$ cat config.mk
export PLATFORM = sky130hd
export DESIGN_NAME = sorted_insertion_store_top_flat
export DESIGN_NICKNAME = d
export VERILOG_FILES = /design/src/design/sis_pkg.sv /design/src/design/sis_if.sv /design/src/design/sis_cell.sv /design/src/design/sorted_insertion_store_top.sv /design/src/flat_wrapper.sv
export SDC_FILE = /design/constraint.sdc
export NUM_CORES = 2
export LEC_CHECK = 0
export BUFFER_PORTS_ARGS = -buffer_cell sky130_fd_sc_hd__buf_2
export CAP_MARGIN = 20
export CORE_AREA = 2 2 266 268
export CTS_BUF_LIST = sky130_fd_sc_hd__clkbuf_2 sky130_fd_sc_hd__clkbuf_4 sky130_fd_sc_hd__clkbuf_8
export DETAILED_ROUTE_END_ITERATION = 10
export DIE_AREA = 0 0 268 270
export PLACE_DENSITY = 0.83
export SKIP_CTS_REPAIR_TIMING = 1
export SLEW_MARGIN = 20
export SYNTH_ARGS = -nofsm -noshare
export SYNTH_HDL_FRONTEND = slang
export SYNTH_HIERARCHICAL = 1
export SYNTH_SLANG_ARGS = --single-unit
$ cat constraint.sdc
create_clock -name clk -period 3.6 [get_ports clk]
set_clock_uncertainty 0.1 [all_clocks]
set_input_delay 0 -clock clk [delete_from_list [all_inputs] [get_ports clk]]
set_output_delay 0 -clock clk [all_outputs]
set_load 0.02 [all_outputs]
$ cat src/design/sis_pkg.sv
// Package for the sorted insertion store: depth, data width and the
// structs passed between the top level and the sorting cells.
// No dependencies.
package sis_pkg;

	localparam int DEPTH   = 16;
	localparam int DATA_W  = 32;

	typedef logic signed [DATA_W-1:0] data_t;

	// broadcast from the top level to every cell
	typedef struct packed {
		logic  insert;
		logic  shift;
		data_t value;
	} sis_ctrl_t;

	// what a cell shows its neighbors
	typedef struct packed {
		data_t value;
		logic  valid;
		logic  ge;
	} sis_link_t;

	typedef enum logic [1:0] {
		ST_FILL  = 2'b01,
		ST_DRAIN = 2'b10
	} sis_state_t;

endpackage

$ cat src/design/sis_if.sv
// Valid/ready channel interfaces for the input items and the results.
// Depends on sis_pkg for the data type.
interface sis_in_if;
	logic              valid;
	logic              ready;
	sis_pkg::data_t    value;
	logic              final_item;

	modport source (output valid, output value, output final_item, input ready);
	modport sink   (input valid, input value, input final_item, output ready);
endinterface

interface sis_out_if;
	logic              valid;
	logic              ready;
	sis_pkg::data_t    sorted_value;
	logic              end_of_run;
	logic              overflowed;

	modport source (output valid, output sorted_value, output end_of_run,
		output overflowed, input ready);
	modport sink   (input valid, input sorted_value, input end_of_run,
		input overflowed, output ready);
endinterface

$ cat src/design/sis_cell.sv
// One cell of the sorting chain: holds one value and its valid bit.
// Depends on sis_pkg for the control and link structs.
module sis_cell (
	input  logic                clk,
	input  logic                arst_n,
	input  sis_pkg::sis_ctrl_t  ctrl,
	input  sis_pkg::sis_link_t  left,
	input  sis_pkg::sis_link_t  right,
	output sis_pkg::sis_link_t  self
);

	sis_pkg::data_t value_q;
	logic           valid_q;
	logic           ge;

	// new value goes ahead of equal stored values
	assign ge = valid_q && (value_q >= ctrl.value);

	assign self.value = value_q;
	assign self.valid = valid_q;
	assign self.ge    = ge;

	always_ff @(posedge clk or negedge arst_n) begin
		if (!arst_n) begin
			valid_q <= 1'b0;
		end else if (ctrl.shift) begin
			valid_q <= right.valid;
		end else if (ctrl.insert && (left.ge || ge || (!valid_q && left.valid))) begin
			valid_q <= 1'b1;
		end
	end

	// cells below the insert point keep their value
	always_ff @(posedge clk) begin
		if (ctrl.shift) begin
			value_q <= right.value;
		end else if (ctrl.insert) begin
			if (left.ge) begin
				value_q <= left.value;
			end else if (ge || (!valid_q && left.valid)) begin
				value_q <= ctrl.value;
			end
		end
	end

endmodule

$ cat src/design/sorted_insertion_store_top.sv
// Latency: an accepted value is inserted in that cycle, or dropped and flagged if full;
// the first result is offered in the cycle after the final item is accepted.
// Throughput: one item per cycle while filling, then one result per cycle in the drain
// while result.ready is high (DEPTH compare-and-shift cells); no input while draining.
// Reset: all cells empty, overflow flag clear, ready for input.
module sorted_insertion_store_top (
	input  logic  clk,
	input  logic  arst_n,
	sis_in_if.sink     item,
	sis_out_if.source  result
);

	sis_pkg::sis_state_t state_q;
	logic                overflow_q;
	sis_pkg::sis_ctrl_t  ctrl;
	sis_pkg::sis_link_t  links [sis_pkg::DEPTH];
	sis_pkg::sis_link_t  head;
	sis_pkg::sis_link_t  tail;
	logic [sis_pkg::DEPTH-1:0] valid_vec;
	logic                in_xact;
	logic                out_xact;
	logic                full;

	assign head = '{value: '0, valid: 1'b1, ge: 1'b0};
	assign tail = '{value: '0, valid: 1'b0, ge: 1'b0};

	assign full     = links[sis_pkg::DEPTH-1].valid;
	assign in_xact  = item.valid && item.ready;
	assign out_xact = result.valid && result.ready;

	assign item.ready = (state_q == sis_pkg::ST_FILL);

	assign ctrl.insert = in_xact && !full;
	assign ctrl.shift  = out_xact;
	assign ctrl.value  = item.value;

	for (genvar i = 0; i < sis_pkg::DEPTH; i++) begin : g_cell
		sis_pkg::sis_link_t left_link;
		sis_pkg::sis_link_t right_link;
		if (i == 0) begin : g_first
			assign left_link = head;
		end else begin : g_left
			assign left_link = links[i-1];
		end
		if (i == sis_pkg::DEPTH - 1) begin : g_last
			assign right_link = tail;
		end else begin : g_right
			assign right_link = links[i+1];
		end
		sis_cell u_cell (
			.clk    (clk),
			.arst_n (arst_n),
			.ctrl   (ctrl),
			.left   (left_link),
			.right  (right_link),
			.self   (links[i])
		);
		assign valid_vec[i] = links[i].valid;
	end

	assign result.valid        = (state_q == sis_pkg::ST_DRAIN) && links[0].valid;
	assign result.sorted_value = links[0].value;
	assign result.end_of_run   = !links[1].valid;
	assign result.overflowed   = overflow_q;

	always_ff @(posedge clk or negedge arst_n) begin
		if (!arst_n) begin
			state_q    <= sis_pkg::ST_FILL;
			overflow_q <= 1'b0;
		end else begin
			unique case (state_q)
				sis_pkg::ST_FILL: begin
					if (in_xact) begin
						if (full) begin
							overflow_q <= 1'b1;
						end
						if (item.final_item) begin
							state_q <= sis_pkg::ST_DRAIN;
						end
					end
				end
				sis_pkg::ST_DRAIN: begin
					if (out_xact && result.end_of_run) begin
						state_q    <= sis_pkg::ST_FILL;
						overflow_q <= 1'b0;
					end
				end
				default: begin
					state_q <= sis_pkg::ST_FILL;
				end
			endcase
		end
	end

	// occupied cells always form a prefix of the chain
	a_prefix: assert property (@(posedge clk) disable iff (!arst_n)
		(valid_vec & (valid_vec + sis_pkg::DEPTH'(1))) == '0)
		else $error("cell chain has a hole");

	a_drain_start: assert property (@(posedge clk) disable iff (!arst_n)
		(in_xact && item.final_item) |=> (state_q == sis_pkg::ST_DRAIN) && links[0].valid)
		else $error("final transaction did not start a drain");

	a_drain_end: assert property (@(posedge clk) disable iff (!arst_n)
		(out_xact && result.end_of_run) |=> (valid_vec == '0) && !overflow_q)
		else $error("store not empty after drain");

	a_drop: assert property (@(posedge clk) disable iff (!arst_n)
		(in_xact && full) |=> overflow_q && (valid_vec == $past(valid_vec) || result.valid))
		else $error("dropped value not flagged");

endmodule
$ cat src/flat_wrapper.sv
// flat-port wrapper written by rule: the top's interface ports become plain ports
module sorted_insertion_store_top_flat 
  (clk, arst_n, item_valid, item_value, item_final_item, item_ready, result_valid, result_sorted_value, result_end_of_run, result_overflowed, result_ready);
  sis_in_if item_i ();
  sis_out_if result_i ();
  input  logic clk;
  input  logic arst_n;
  input wire logic [$bits(item_i.valid)-1:0] item_valid;
  input wire logic [$bits(item_i.value)-1:0] item_value;
  input wire logic [$bits(item_i.final_item)-1:0] item_final_item;
  output wire logic [$bits(item_i.ready)-1:0] item_ready;
  output wire logic [$bits(result_i.valid)-1:0] result_valid;
  output wire logic [$bits(result_i.sorted_value)-1:0] result_sorted_value;
  output wire logic [$bits(result_i.end_of_run)-1:0] result_end_of_run;
  output wire logic [$bits(result_i.overflowed)-1:0] result_overflowed;
  input wire logic [$bits(result_i.ready)-1:0] result_ready;
  assign item_i.valid = item_valid;
  assign item_i.value = item_value;
  assign item_i.final_item = item_final_item;
  assign item_ready = item_i.ready;
  assign result_valid = result_i.valid;
  assign result_sorted_value = result_i.sorted_value;
  assign result_end_of_run = result_i.end_of_run;
  assign result_overflowed = result_i.overflowed;
  assign result_i.ready = result_ready;
  sorted_insertion_store_top u_core (.clk(clk), .arst_n(arst_n), .item(item_i), .result(result_i));
endmodule
Word level (Yosys, flattened, before mapping):

Index checks and enable logic that the tools add are counted.
Widths: inputs -> output; s select.

* register bits after elaboration: 531
* bits of input ports: 37
* output and inout bits: 36
* logic and storage cells: 323

* $lt $le $gt $ge: 16
* eq/ne operators: 6
* muxes and demuxes: 101
* reductions and logical operators: 166

Operator list (number)
* $mux 32: 61
* $ge 32x32->1: 16
* $logic_and 1x1->1: 52
* $logic_or 1x1->1: 46
* $reduce_bool 3->1: 14
* $reduce_bool 2->1: 20
* $mux 1: 35
* $reduce_and 2->1: 16
* $logic_not 1->1: 16
* $ne 2x2->1 const B: 4
* $mux 2: 3
* $pmux 2 s2: 1
* $reduce_and 4->1: 1
* $reduce_and 3->1: 1
* $eq 2x1->1 const B: 1
* $eq 2x2->1 const B: 1
* $pmux 1 s2: 1

Depth between registers and ports, before layout:

* word-level depth: 7
* depth in mapped cells: 13
* depth with buffers taken out: 11

By module:

Netlist, hierarchy kept.

Modules (own cells, without submodules)
* sis_cell: instances 16, cells an instance 269, area an instance 2580.0 sq um, seq. area each 985.9 sq um
* sorted_insertion_store_top: instances 1, cells an instance 19, area an instance 183.9 sq um, seq. area each 76.3 sq um

Worst setup path after synthesis:

OpenSTA, ideal clock, no wires.

* path kind: flip-flop to flip-flop
* from: register u_core.g_cell[0].u_cell.value_q[19]
* to: register u_core.g_cell[1].u_cell.value_q[0] (enable)
* library setup time: 391 ps
* data arrival time: 3330 ps
* required time: 3109 ps
* setup slack: -221 ps
* cell stages (with the launch flop): 12
* buffers on the path: 2
* period minus slack after synthesis: 3821 ps
* cells stage by stage: edfxtp_1 -> ha_1 -> a21oi_2 -> o21ai_2 -> a211o_1 -> or4b_1 -> nand4_1 -> and2_1 -> buf_4 -> clkbuf_1 -> o31a_1 -> o22a_1

* word-level cells in the longest chain between the ends: 4

RTL lines
* from (decl): RTL line sis_cell.sv:12 `sis_pkg::data_t value_q;`
* from (signal assigned): RTL line sis_cell.sv:36 `value_q <= right.value;`
* from (signal assigned): RTL line sis_cell.sv:39 `value_q <= left.value;`
* from (signal assigned): RTL line sis_cell.sv:41 `value_q <= ctrl.value;`
* $ge 32x32->1: RTL line sis_cell.sv:17 `assign ge = valid_q && (value_q >= ctrl.value);`
* $logic_and 1x1->1: RTL line sis_cell.sv:17
* net u_core.g_cell[0].u_cell.ge: RTL line sis_cell.sv:14 `logic ge;`
* $reduce_bool 3->1 (no source line)
* $reduce_and 2->1 (no source line)
* to (signal assigned): RTL line sis_cell.sv:36
* to (signal assigned): RTL line sis_cell.sv:39
* to (signal assigned): RTL line sis_cell.sv:41
* to (decl): RTL line sis_cell.sv:12

The timed path passes the listed nets, and every way through them passes these cells.
A chain may end at the register's enable or synchronous reset.

==> run_results.csv <==
group,metric,value,unit
cts,cts_buffers,93,
critical_path,crit_slowest_cell,"a2111oi_1",
logic_synthesis,yosysWarnings,6,
logic_synthesis,synth_area,0.0414,mm^2
placed_design,placed_cell_area,0.0436,mm^2
critical_path,rrSetupSlack,0.11,ns
power,fin_total_pwr,0.0248,W
critical_path,crit_arrival,3.76,ns
timing,timing.fmax,286,MHz
timing,period_share,0.970,
floorplan,core,0.0695,mm^2
layout,area_growth,11.3,%
logic_synthesis,syn_area_per_cell,9.59,um^2
outcome,status,"finished clean",
timing,worst_slew_pin_slew,1.10,ns
timing,hold_slack,0.171,ns
min_path,min_path_type,"in -> reg",
route,via_count,33700,
min_path,hp-start,"result_ready",
grt,overflow,0,
route,post_drt_wl_per_cell,18.8,um
floorplan,die_y,270,um
cts,root_buffer,"clkbuf_8",
route,drt.antenna.violating_nets,0,
cts,cts_max_path_buffers,3,
cts,clk_pin_slew_worst_paths,0.06,ns
floorplan,initial_core_util,0.596,
layout,fin_cells,5516,
timing,slew_headroom,0.261,
placed_design,place_congestion,0.856,
layout,fin_area,0.0461,mm^2
power,power.density,538,mW/mm^2
route,dr.first_iter.drc_count,3002,
critical_path,worstReg2RegEnd,"u_core/g_cell[15].u_cell/value_q[16]",
logic_synthesis,synth_cells,4321,
critical_path,path_buf_inv,1,
critical_path,r2r_cells,9,
critical_path,crit_chain,"ha_1, nand4_1, a2111oi_1, buf_4, or4b_1, nand4_1, and2_2, o31a_1, o22a_4",
grt,grt_start_max_net_pins,179,
layout,n_fill_cell,5085,
min_path,holdPathEnd,"u_core/result.overflowed",
grt,antenna_found_initial,1,
critical_path,max_stage_delay,0.62,ns
critical_path,cpLargestDelayFamily,"compound AO/OA/AOI/OAI gates",
route,drt_first_pass_iters,6,
placed_design,port_buffers,72,
layout,layout.nets,5048,
timing,hold_viol_final,0,
floorplan,die_w,268,um
critical_path,required,3.87,ns
cts,tritoncts,"yes",
timing,period_needed,3.49,ns
critical_path,crit_top_cell,"nand4_1",
critical_path,crit_type,"reg -> reg",
critical_path,crit_fanout,32,
route,remaining_drc_errors,0,
floorplan,rows,97,
power,vdd_drop_max,287,uV
critical_path,r2r-start,"u_core/g_cell[14].u_cell/value_q[9]",
cts,htreeDepth,3,
floorplan,ios,73,
power,leakagePower,20.3,nW
min_path,hold_depth,5,
placed_design,dp_hpwl,74500,um
grt,grt_usage,0.280,
placed_design,post-place-cells,5303,
timing,setup_viol,0,
critical_path,cp-start-kind,"register",
floorplan,dieArea,0.0724,mm^2
timing,fin_tns_setup,0,ns
timing,slew_viol_final,0,
cts,clkSinkCount,531,
grt,grt_pass1_wl,167000,um
job,cap_violations,0,
cts,clk-insertion-delay-late,0.70,ns
grt,first_global_vias,33400,
route,wl,104000,um
layout,drive_above_1_share,0.104,
critical_path,end_kind,"register",
route,via_per_inst,6.10,
[worst max-delay path by stage]
stage | startpoint | endpoint | slack, ns | depth (start not counted)
2_1_floorplan | u_core/state_q[1] | u_core/g_cell[0].u_cell/value_q[0] | 0.05 | 6
3_3_place_gp | u_core/g_cell[3].u_cell/value_q[21] | u_core/g_cell[4].u_cell/value_q[30] | 0.23 | 10
3_5_place_dp | u_core/g_cell[5].u_cell/value_q[23] | u_core/g_cell[6].u_cell/value_q[9] | 0.12 | 9
4_1_cts | u_core/g_cell[0].u_cell/value_q[7] | u_core/g_cell[1].u_cell/value_q[30] | 0.08 | 9
5_1_grt | u_core/g_cell[14].u_cell/value_q[9] | u_core/g_cell[15].u_cell/value_q[16] | -0.07 | 9
6_report | u_core/g_cell[14].u_cell/value_q[9] | u_core/g_cell[15].u_cell/value_q[16] | 0.11 | 9
[routing by layer]
| metal | global-route usage | share of wire | vias to the layer above |
|---|---|---|---|
| li1 | - | - | 15900 |
| met1 | 0.368 | 0.43 | 16400 |
| met2 | 0.480 | 0.49 | 1142 |
| met3 | 0.0332 | 0.056 | 198 |
| met4 | 0.0882 | 0.023 | 0 |
| met5 | 0 | 0 | - |
[area by class of cell]
class	count	area (um^2)	area share
clock buffers	137	1650	0.0358
diodes	1	2.50	0.0000542
clock inverters	34	295	0.00640
well taps	940	1180	0.0255
multi-input cells	3136	23100	0.501
flip-flops and latches	531	15900	0.343
repair buffers	224	2120	0.0460
inverters	513	1930	0.0417
[placed cells by master, fill, tap and decap left out, types with 39 or more instances in the layout]
master         count
a21oi_1          194
buf_12            39
buf_2             72
buf_4             64
clkbuf_8         100
conb_1            68
dlygate4sd3_1     41
edfxtp_1         512
ha_1             512
inv_1            513
mux2i_1          512
nand2_1          640
nand4_1          112
nor2_1            81
o21a_1            48
o21ai_0          560
[report_power, final]
group / internal [W] / total, W / leakage [nW] / switching, W
Combinational: 0.00397 / 0.00936 / 14.4 / 0.00539
Sequential: 0.00859 / 0.00950 / 4.85 / 0.000903
Clock: 0.00330 / 0.00599 / 1.03 / 0.00269
[flip-flops by register name, summed over array words and instances (netlist names)]
signal                        flops
u_core/state_q                    2
u_core/g_cell.u_cell/value_q    512
u_core/g_cell.u_cell/valid_q     16
u_core/result.overflowed          1
[through the flow]
step	worst slack, ns	util
2_1_floorplan	0.0477	-
3_3_place_gp	0.225	0.628
3_5_place_dp	0.125	0.628
4_1_cts	0.0837	0.656
5_1_grt	-0.0707	0.664
6_report	0.108	0.664
[worst min-delay path: cells and delay by family]
family | cells | cell delay, ns
simple gates | 2 | 0.18
buf+inv | 2 | 0.67
compound gates | 1 | 0.06
Note: power is estimated with default switching activity, not from simulation.
